==> src/hw/rtl/dhl_pkg.sv <==
package dhl_pkg;

    localparam int ANGLE_BITS_DEF = 16;
    localparam int CORDIC_ITERS   = 16;
    localparam int CFG_IDX_W      = 3;

    // CORDIC start vector, 1/K with 30 fraction bits
    localparam logic signed [31:0] CORDIC_X0 = 32'sd652032874;
    localparam logic signed [15:0] Q14_ONE   = 16'sd16384;

    localparam logic signed [31:0] ATAN_PHASE [CORDIC_ITERS] = '{
        32'sd536870912, 32'sd316933406, 32'sd167458907, 32'sd85004756,
        32'sd42667331,  32'sd21354465,  32'sd10679838,  32'sd5340245,
        32'sd2670163,   32'sd1335087,   32'sd667544,    32'sd333772,
        32'sd166886,    32'sd83443,     32'sd41722,     32'sd20861
    };

    // configuration register indexes
    localparam logic [CFG_IDX_W-1:0] REG_PRISMATIC = 3'd0;
    localparam logic [CFG_IDX_W-1:0] REG_ANGLE     = 3'd1;
    localparam logic [CFG_IDX_W-1:0] REG_OFFSET    = 3'd2;
    localparam logic [CFG_IDX_W-1:0] REG_LENGTH    = 3'd3;
    localparam logic [CFG_IDX_W-1:0] REG_TWIST     = 3'd4;

    typedef struct packed {
        logic signed [31:0] x;
        logic signed [31:0] y;
        logic signed [31:0] z;
    } rot_t;

    // one word moving down the CORDIC row
    typedef struct packed {
        rot_t               theta;
        rot_t               alpha;
        logic [1:0]         theta_quad;
        logic [1:0]         alpha_quad;
        logic signed [31:0] pos_z;
    } item_t;

    typedef struct packed {
        logic signed [15:0] r00;
        logic signed [15:0] r01;
        logic signed [15:0] r02;
        logic signed [31:0] pos_x;
        logic signed [15:0] r10;
        logic signed [15:0] r11;
        logic signed [15:0] r12;
        logic signed [31:0] pos_y;
        logic signed [15:0] r21;
        logic signed [15:0] r22;
        logic signed [31:0] pos_z;
    } result_t;

    function automatic logic signed [15:0] clamp_q14(input logic signed [17:0] v);
        logic signed [17:0] hi;
        logic signed [17:0] lo;
        hi = 18'sd16384;
        lo = -18'sd16384;
        if (v > hi) begin
            return Q14_ONE;
        end else if (v < lo) begin
            return -Q14_ONE;
        end
        return v[15:0];
    endfunction

    function automatic logic signed [31:0] sat32(input logic signed [33:0] v);
        logic signed [33:0] hi;
        logic signed [33:0] lo;
        hi = 34'sd2147483647;
        lo = -34'sd2147483648;
        if (v > hi) begin
            return 32'sh7FFFFFFF;
        end else if (v < lo) begin
            return 32'sh80000000;
        end
        return v[31:0];
    endfunction

endpackage

==> src/hw/rtl/dhl_cordic_cell.sv <==
module dhl_cordic_cell #(
    parameter int ITER = 0
) (
    input  logic          aclk,
    input  logic          aresetn,
    input  logic          in_valid,
    output logic          in_ready,
    input  dhl_pkg::item_t in_item,
    output logic          out_valid,
    input  logic          out_ready,
    output dhl_pkg::item_t out_item
);

    logic           valid_reg;
    dhl_pkg::item_t item_reg;
    dhl_pkg::item_t item_next;

    function automatic dhl_pkg::rot_t rotate(input dhl_pkg::rot_t r);
        dhl_pkg::rot_t      o;
        logic signed [31:0] dx;
        logic signed [31:0] dy;
        dx = r.y >>> ITER;
        dy = r.x >>> ITER;
        if (!r.z[31]) begin
            o.x = r.x - dx;
            o.y = r.y + dy;
            o.z = r.z - dhl_pkg::ATAN_PHASE[ITER];
        end else begin
            o.x = r.x + dx;
            o.y = r.y - dy;
            o.z = r.z + dhl_pkg::ATAN_PHASE[ITER];
        end
        return o;
    endfunction

    assign in_ready = !valid_reg || out_ready;

    always_comb begin
        item_next       = in_item;
        item_next.theta = rotate(in_item.theta);
        item_next.alpha = rotate(in_item.alpha);
    end

    always_ff @(posedge aclk) begin
        if (!aresetn) begin
            valid_reg <= 1'b0;
        end else if (in_ready) begin
            valid_reg <= in_valid;
        end
    end

    always_ff @(posedge aclk) begin
        if (in_ready && in_valid) begin
            item_reg <= item_next;
        end
    end

    assign out_valid = valid_reg;
    assign out_item  = item_reg;

endmodule

==> config.mk <==
export PLATFORM = sky130hd
export DESIGN_NAME = dhl_cordic_cell
export DESIGN_NICKNAME = d
export VERILOG_FILES = /design/src/hw/rtl/dhl_pkg.sv /design/src/hw/rtl/dhl_cordic_cell.sv
export SDC_FILE = /design/constraint.sdc
export NUM_CORES = 1
export LEC_CHECK = 0
export BUFFER_PORTS_ARGS = -buffer_cell sky130_fd_sc_hd__buf_2
export CORE_UTILIZATION = 45
export CTS_CLUSTER_DIAMETER = 50
export CTS_CLUSTER_SIZE = 40
export DETAILED_ROUTE_END_ITERATION = 16
export PLACE_DENSITY = 0.79
export SLEW_MARGIN = 30
export SYNTH_ARGS = -nofsm -noshare
export SYNTH_HDL_FRONTEND = slang
export SYNTH_SLANG_ARGS = --single-unit
==> constraint.sdc <==
create_clock -name aclk -period 7.3 [get_ports aclk]
set_clock_uncertainty 0.2 [all_clocks]
set_input_delay 0.73 -clock aclk [delete_from_list [all_inputs] [get_ports aclk]]
set_output_delay 0.73 -clock aclk [all_outputs]
set_load 0.02 [all_outputs]
==> results.yml, run 1 <==
status:
  run_status: "completed"
route:
  antenna_left: 0
  m1WireLength_microns: 22900
  dr.first_iter.drc_count: 1342
  dr_total_vias: 15800
  routed_wirelength_microns: 54700
  vias_per_cell: 5.66
  first_pass_iters: 6
  drt_drc_violations_left: 0
  route.detailed.wl_per_inst_microns: 19.6
  routed-wl-met3_microns: 4300
  top_signal_layer_used: "met4"
  wl_met2_microns: 25700
setup_path:
  setup.worst_path.start_class: "primary input"
  crit_family: "compound AO/OA/AOI/OAI gates"
  cp_slowest_cell: "or4_1"
  regToRegSetupSlack_ns: 5.07
  timing.setup.critical_path_class: "in -> reg"
  cp.required_ns: 7.41
  crit-reg2reg-capture: "out_item[130]"
  timing.critical_path.cells: "buf_2, inv_1, ha_1, nand4_1, or4_1, a211oi_1, o2111ai_1, a21oi_1, o221ai_1, nor2_1, o22ai_1, xnor2_1"
  critical_path_buf_inv_count: 2
  ff2ff_path_depth: 3
  worst-path-max-fanout: 15
  crit_arrival_ns: 4.26
  timing.critical_path.slowest_cell_delay_ns: 0.68
  critPathCaptureType: "flop"
  r2r-start: "out_valid"
finish:
  final_area_sq_um: 21100
  flow.area_growth_from_synthesis_pct: 21.4
  final.fill_count: 3372
  register_area_sq_um: 6810
  share_of_layout_cells_above_drive_strength_1: 0.242
  nNetsFinal: 2688
  fin_util: 0.558
  multi_input_area_sq_um: 9480
power:
  power.share.switching: 0.356
  cell_internal_pwr_w: 0.00293
  power_frac_seq: 0.365
  combinationalPowerShare: 0.308
  leakagePower_nw: 9.45
  power_density_nw_per_um2: 216
  vdd_ir_drop_max_v: 0.000185
  p_clk_frac: 0.327
  switchingPower_w: 0.00162
  totalPowerFinal_w: 0.00455
sta:
  timing_hold_violations_final: 0
  maxSlewViolCount: 0
  finalWorstPathRequiredPeriod_ns: 4.14
  rsz_0062_raised_after_global_routing: "no"
  fin_tns_setup_ns: 0
  final_setup_violation_count: 0
  worst_slew_margin_rel: 0.264
  fmax_mhz: 241
  transition_time_of_the_tightest_slew_check_pin_ns: 1.09
  whs_ns: 0.140
  final.period_utilization: 0.568
synth:
  syn_inst: 1839
  ys_ff_latch: 227
  yosysSeqAreaShare: 0.392
  synth_largest_area_cell: "edfxtp_1"
  syn-mean-instance-area_sq_um: 9.45
  netlist_top_cells_area: "edfxtp_1 (39%), ha_1 (14%), a21oi_1 (5.9%)"
  synth_warnings: 0
  post-synth-top-area-fraction: 0.391
  synth-edff-count: 226
  synth.lib_cells_used.distinct: 82
  postSynthNetCount: 2267
  synthesis.area_sq_um: 17400
  synth_async_reset_ratio: 0
  synth_ff_type: "edfxtp_1"
clocking:
  cts_root_buffer: "clkbuf_16"
  clk_pin_slew_worst_paths_ns: 0.08
  tritoncts.num_buffers: 29
  clock_tree.buffer_depth: 3
  quantity_of_gates_resized_following_cts: 0
  clock_latency_ns: 0.56
  postCtsSetupBuffers: 0
  cts-hold-fix-buffers: 0
  cts.htree.levels: 1
  clkSinkCount: 227
  tritoncts: "yes"
floorplan:
  floorplan.die_area_sq_um: 39400
  initial_cell_density_of_the_core: 0.459
  rows: 71
  chipHeight_microns: 199
  die_x_microns: 199
  core_area_sq_um: 37800
  floorplan.io_pins: 462
min_path:
  holdCritPathClass: "in -> reg"
  hold_depth: 1
  source_of_the_worst_hold_timing_path: "in_item[26]"
  worst_hold_path.endpoint: "out_item[26]"
placement:
  dpl.hpwl_microns: 43100
  dpl_cell_area_sq_um: 20100
  routabilityCongestion: 0.960
  io_buffer_count: 461
grt:
  grt_first_pass_wirelength_microns: 83100
  grt.total_usage: 0.268
  grt_max_degree: 114
  grt_ovf: 0
  first_global_vias: 15000
  initial_antenna_violation_count: 2
job:
  timing.max_cap.violations: 0
[synth_stat cells (4+ instances only)]
library cell / n
buf_4: 6
inv_2: 5
nand2b_1: 13
a22oi_1: 6
buf_2: 14
mux2i_1: 24
buf_1: 13
xor2_1: 14
a21o_1: 39
a21boi_0: 4
o21a_1: 27
ha_1: 188
a211o_1: 5
o221ai_1: 5
o21ai_0: 114
o31ai_1: 19
a31oi_1: 17
nand3_1: 16
a31o_2: 5
nand3b_1: 5
clkbuf_1: 44
a2111oi_0: 5
a221oi_1: 4
a21oi_1: 205
fa_1: 8
nor4_1: 10
and2_1: 9
nor2_1: 170
edfxtp_1: 226
xnor2_1: 108
inv_1: 190
nor3_1: 15
o211ai_1: 11
o21ai_1: 9
o21bai_1: 39
nand4_1: 23
a211oi_1: 24
o41ai_1: 4
nor2b_1: 26
and3_1: 4
nand2_1: 84
clkinv_1: 6
or3_1: 8
[worst max-delay path by stage]
stage               cells after the start  slack, ns   startpoint            to
finish                                 12       3.16  in_item[79]  out_item[97]
global placement                       12       2.77  in_item[79]  out_item[97]
CTS                                    12       3.33  in_item[79]  out_item[97]
detailed placement                     12       2.74  in_item[79]  out_item[97]
global route                           12       3.07  in_item[79]  out_item[97]
floorplan                               2       0.32    out_ready   out_item[0]
[state kept, by name, indices dropped and copies added (netlist names)]
register	count
out_valid	1
out_item	226
[worst reg2reg max path: cells and delay by family (launching register included)]
family                 cells  cell delay (ns)
buffers and inverters      1             0.63
DFF                        1             0.32
and+or+nand+nor            2             0.61
[power groups by stage]
stage	sequential, W	clock, W	combinational (W)
floorplan	0.00188	0	0.000743
global placement	0.00169	0	0.00137
detailed placement	0.00169	0	0.00138
CTS	0.00166	0.00152	0.00139
global route	0.00167	0.00157	0.00151
finish	0.00166	0.00149	0.00140
[cells in the final DEF, fill, tap and decap left out, types with 8 or more instances in the layout]
cell type and count:
a211oi_1 24, a21o_1 39, a21oi_1 205, a31oi_1 17, and2_1 8, buf_2 461, clkbuf_16 29, clkinv_8 9
edfxtp_1 226, fa_1 8, ha_1 188, inv_1 190, mux2i_1 24, nand2_1 84, nand2b_1 13, nand3_1 16
nand4_1 23, nor2_1 170, nor2b_1 26, nor3_1 15, nor4_1 10, o211ai_1 11, o21a_1 27, o21ai_0 114
o21ai_1 9, o21bai_1 39, o31ai_1 19, or3_1 8, xnor2_1 108, xor2_1 14
[cells by family after synthesis]
| group | after synthesis | synth area share |
|---|---|---|
| AO/OA/AOI/OAI | 598 | 0.221 |
| XOR/XNOR | 122 | 0.0615 |
| adder cells (fa/ha/maj) | 196 | 0.145 |
| buffers and inverters | 279 | 0.0630 |
| flip-flops | 227 | 0.392 |
| multiplexers | 26 | 0.0151 |
| AND/OR/NAND/NOR | 391 | 0.103 |
[per-layer routing]
metal / track usage / vias to the layer above
met5: 0 / -
met4: 0.0946 / 0
met3: 0.0393 / 121
met2: 0.448 / 813
met1: 0.353 / 7473
li1: - / 7420
[area by class of cell]
cell class | instances | area share
clock buffers | 29 | 0.0344
well taps | 511 | 0.0303
clock inverters | 24 | 0.0148
diodes | 2 | 0.000237
flip-flops and latches | 227 | 0.323
multi-input cells | 1333 | 0.449
inverters | 201 | 0.0358
repair buffers | 468 | 0.113
[per-stage QoR]
step	setup slack (ns)	cells
finish	3.16	2795
global route	3.07	2795
CTS	3.33	2793
detailed placement	2.74	2740
global placement	2.77	2740
floorplan	0.322	1839
No activity file was read; power rests on OpenSTA's default activity.
==> inputs of run 2 (changes only) <==
- clock period: 7.3 -> 4.3 ns (I/O delays scaled with it)
==> results.yml, run 2 (synthesized netlist as in run 1, its figures left out) <==
status:
  run_status: "completed"
setup_path:
  crit_arrival_ns: 3.93
  cp_slowest_cell: "or4_1"
  timing.setup.critical_path_class: "in -> reg"
  crit_family: "compound AO/OA/AOI/OAI gates"
  cp.required_ns: 4.42
  setup.worst_path.start_class: "primary input"
  ff2ff_path_depth: 3
  critPathCaptureType: "flop"
  timing.critical_path.slowest_cell_delay_ns: 0.59
  regToRegSetupSlack_ns: 2.16
  r2r-start: "out_valid"
  worst-path-max-fanout: 14
  crit-reg2reg-capture: "out_item[162]"
  timing.critical_path.cells: "buf_2, inv_1, ha_1, nand2_1, or4_1, a211oi_1, o2111ai_1, a21oi_1, o221ai_1, nor2_1, o22ai_1, xnor2_1"
  critical_path_buf_inv_count: 2
  cp_num_cells: 12
grt:
  top_usage_layer: "met2"
  grt_max_degree: 86
  globalRouteMet1Util: 0.359
  grt_first_pass_wirelength_microns: 86400
  first_global_vias: 15900
  grt.met3_usage: 0.0407
  grt.total_usage: 0.280
  gr-usage-met2: 0.477
  initial_antenna_violation_count: 2
  grt_ovf: 0
sta:
  maxSlewViolCount: 0
  timing_hold_violations_final: 0
  finalWorstSetupSlack_ns: 0.484
  worst_slew_margin_rel: 0.366
  final_setup_violation_count: 0
  final.period_utilization: 0.887
  fmax_mhz: 262
  fin_tns_setup_ns: 0
  rsz_0062_raised_after_global_routing: "no"
  finalWorstPathRequiredPeriod_ns: 3.82
  transition_time_of_the_tightest_slew_check_pin_ns: 0.952
route:
  dr_total_vias: 16400
  dr.first_iter.drc_count: 1421
  drt_drc_violations_left: 0
  route.detailed.wl_per_inst_microns: 19.6
  vias_per_cell: 5.60
  antenna_left: 0
  first_pass_iters: 6
  routed_wirelength_microns: 57200
clocking:
  tritoncts: "yes"
  tritoncts.num_buffers: 29
  cts.htree.levels: 1
  clock_latency_ns: 0.56
  clkSinkCount: 227
  clock_tree.buffer_depth: 3
  cts_root_buffer: "clkbuf_16"
  quantity_of_gates_resized_following_cts: 0
  clk_pin_slew_worst_paths_ns: 0.07
  postCtsSetupBuffers: 0
  cts-hold-fix-buffers: 99
min_path:
  hold_depth: 2
  worst_hold_path.endpoint: "out_item[162]"
  source_of_the_worst_hold_timing_path: "in_item[162]"
  holdCritPathClass: "in -> reg"
floorplan:
  rows: 71
  die_x_microns: 199
  initial_cell_density_of_the_core: 0.459
  floorplan.die_area_sq_um: 39400
  core_area_sq_um: 37800
  chipHeight_microns: 199
  floorplan.io_pins: 462
job:
  timing.max_cap.violations: 0
finish:
  fin_cells: 2920
  largest_register_ffs: 226
  multi_input_area_sq_um: 9480
  mostFrequentLayoutCell: "buf_2"
  flow.area_growth_from_synthesis_pct: 28.3
  share_of_layout_cells_above_drive_strength_1: 0.241
  nNetsFinal: 2812
  final.fill_count: 3262
  layout.cells.most_common_list: "buf_2 (461), edfxtp_1 (226), a21oi_1 (205)"
  register_area_sq_um: 6810
placement:
  io_buffer_count: 461
  routabilityCongestion: 0.971
  dpl.cell_count: 2765
  pre_cts_slack_ns: 0.0968
  dpl.hpwl_microns: 43600
power:
  power_density_nw_per_um2: 355
  vdd_ir_drop_max_v: 0.000309
  leakagePower_nw: 10.0
-- run 2: cell types whose count changed in the layout (fill, tap and decap cells not counted), moves of 5 or more --
cell / change
inv_8: +5
dlygate4sd3_1: +99
clkinv_8: -5
buf_4: +25
-- run 2: worst max path at each step --
stage / slack, ns / end / start
final: 0.48 / out_item[97] / in_item[82]
after global routing: 0.48 / out_item[97] / in_item[78]
after CTS: 0.68 / out_item[97] / in_item[82]
after detailed placement: 0.1 / out_item[97] / in_item[82]
after global placement: 0.06 / out_item[97] / in_item[78]
after floorplan: 0.15 / out_item[0] / out_ready
-- run 2: through the flow --
stage	total power, W	hold slack, ns	instance area, sq um	util
after floorplan	0.00443	0.329	17400	-
after global placement	0.00522	0.309	20300	0.535
after detailed placement	0.00524	0.339	20300	0.535
after CTS	0.00792	0.0308	22300	0.589
after global routing	0.00826	0.0403	22300	0.589
final	0.00792	0.0399	22300	0.589
-- run 2: worst register-to-register path, stage by stage, from the launching register on --
cell and delay, ns:
dfxtp_1 0.32, nand2b_1 0.12, and2_4 0.64, buf_12 0.41
-- run 2: final cells by class --
class,instances,share of cell area
clock buffer,30,0.0332
inverter,201,0.0338
tap,511,0.0287
antenna,2,0.000224
clock inverter,24,0.0140
multi-input combinational,1333,0.425
sequential,227,0.305
timing repair buffer,592,0.160
-- run 2: where the power goes --
| part | total [W] | internal, W | switching (W) |
|---|---|---|---|
| sequential | 0.00283 | 0.00276 | 0.0000678 |
| combinational | 0.00249 | 0.000919 | 0.00158 |
| clock | 0.00260 | 0.00146 | 0.00114 |
| total | 0.00792 | 0.00514 | 0.00278 |
-- run 2: layer usage --
| layer | share of wire | vias up | wire length [microns] |
|---|---|---|---|
| met5 | 0 | - | 0 |
| met4 | 0.033 | 0 | 1900 |
| met3 | 0.078 | 118 | 4490 |
| met2 | 0.48 | 801 | 27500 |
| met1 | 0.41 | 7770 | 23400 |
| li1 | - | 7667 | - |
==> inputs of run 3 (changes only) <==
- BUFFER_PORTS_ARGS: -buffer_cell sky130_fd_sc_hd__buf_2 -> -buffer_cell sky130_fd_sc_hd__clkbuf_2
==> results.yml, run 3 (synthesized netlist as in run 1, its figures left out) <==
status:
  run_status: "completed"
finish:
  largest_register_ffs: 226
  share_of_layout_cells_above_drive_strength_1: 0.239
  nNetsFinal: 2813
  flow.area_growth_from_synthesis_pct: 27.9
  layout.cells.most_common_list: "clkbuf_2 (461), edfxtp_1 (226), a21oi_1 (205)"
  fin_cells: 2914
  mostFrequentLayoutCell: "clkbuf_2"
min_path:
  source_of_the_worst_hold_timing_path: "in_item[66]"
  holdCritPathClass: "in -> reg"
  hold_depth: 2
clocking:
  tritoncts: "yes"
  cts-hold-fix-buffers: 98
  quantity_of_gates_resized_following_cts: 0
  cts.htree.levels: 1
  clk_pin_slew_worst_paths_ns: 0.07
  clock_tree.buffer_depth: 3
  postCtsSetupBuffers: 0
  cts_root_buffer: "clkbuf_16"
  clkSinkCount: 227
  tritoncts.num_buffers: 25
  clock_latency_ns: 0.54
floorplan:
  die_x_microns: 199
  rows: 71
  core_area_sq_um: 37800
  initial_cell_density_of_the_core: 0.459
  chipHeight_microns: 199
  floorplan.die_area_sq_um: 39400
  floorplan.io_pins: 462
setup_path:
  critPathCaptureType: "flop"
  timing.critical_path.to: "out_item[97]"
  crit_arrival_ns: 3.93
  crit-reg2reg-capture: "out_item[178]"
  cp.required_ns: 4.39
  regToRegSetupSlack_ns: 2.11
  critical_path.startpoint: "in_item[78]"
  worst-path-max-fanout: 12
  setup.worst_path.start_class: "primary input"
  r2r-start: "out_valid"
  timing.setup.critical_path_class: "in -> reg"
  ff2ff_path_depth: 3
power:
  leakagePower_nw: 10.1
  power_density_nw_per_um2: 349
  vdd_ir_drop_max_v: 0.000301
sta:
  finalWorstPathRequiredPeriod_ns: 3.84
  fmax_mhz: 260
  fin_tns_setup_ns: 0
  maxSlewViolCount: 0
  final_setup_violation_count: 0
  rsz_0062_raised_after_global_routing: "no"
  transition_time_of_the_tightest_slew_check_pin_ns: 0.965
  timing_hold_violations_final: 0
  final.period_utilization: 0.894
  worst_slew_margin_rel: 0.352
route:
  routed_wirelength_microns: 57100
  vias_per_cell: 5.60
  route.detailed.wl_per_inst_microns: 19.6
  first_pass_iters: 6
  dr.first_iter.drc_count: 1480
  antenna_left: 0
  drt_drc_violations_left: 0
  dr_total_vias: 16300
grt:
  grt.total_usage: 0.278
  first_global_vias: 15900
  grt_ovf: 0
  grt_first_pass_wirelength_microns: 85900
  initial_antenna_violation_count: 1
  grt_max_degree: 86
placement:
  routabilityCongestion: 0.996
  io_buffer_count: 461
  dpl.cell_count: 2771
  dpl.hpwl_microns: 43600
job:
  timing.max_cap.violations: 0
run 3: changes by cell type in the layout (fill, tap and decap cells not counted), moves of 3 or more:
cell and change:
inv_8 -4, buf_2 -461, bufinv_16 +3, clkbuf_16 -4
buf_4 +5, inv_6 -5, clkbuf_2 +461
run 3: power breakdown:
part | switching [W] | internal (W) | leakage [nW] | total, W
logic | 0.00158 | 0.000919 | 7.42 | 0.00250
clock network | 0.00100 | 0.00142 | 0.449 | 0.00242
registers | 0.0000756 | 0.00276 | 2.20 | 0.00283
total | 0.00266 | 0.00509 | 10.1 | 0.00776
run 3: how the worst min path moves through the flow:
stage / to
final: out_item[66]
after global routing: out_item[66]
after CTS: out_item[66]
after detailed placement: out_valid
after global placement: out_valid
after floorplan: out_item[0]
run 3: per-layer routing:
layer  up-vias  share of wire  wire [microns]  global-route usage
met5         -              0               0                   0
met4         0          0.034            1910              0.0983
met3       120          0.078            4480              0.0454
met2       799           0.48           27400               0.485
met1      7745           0.41           23300               0.346
li1       7664              -               -                   -
run 3: final cells by class:
cell class | count | area, sq um
diodes | 1 | 2.50
clock buffers | 25 | 626
clock inverters | 19 | 314
fillers | 3291 | 15600
inverters | 201 | 754
multi-input cells | 1333 | 9480
flip-flops and latches | 227 | 6810
well taps | 511 | 639
repair buffers | 597 | 3610
run 3: worst max-delay path: stages:
cell and delay [ns]:
clkbuf_2 0.11, inv_1 0.05, ha_1 0.52, nand4_1 0.17
or4_1 0.66, a211oi_1 0.66, o2111ai_1 0.32, a21oi_1 0.31
o221ai_1 0.22, nor2_1 0.20, o22ai_1 0.12, xnor2_1 0.17
run 3: metrics by stage:
stage	area (sq um)	utilization	total power, W	setup WS (ns)	hold WS (ns)
6_report	22200	0.587	0.00776	0.456	0.0452
5_1_grt	22200	0.587	0.00808	0.438	0.0429
4_1_cts	22200	0.587	0.00775	0.685	0.0314
3_5_place_dp	20300	0.537	0.00525	0.136	0.385
3_3_place_gp	20300	0.537	0.00523	0.118	0.317
2_1_floorplan	17400	-	0.00443	0.149	0.329
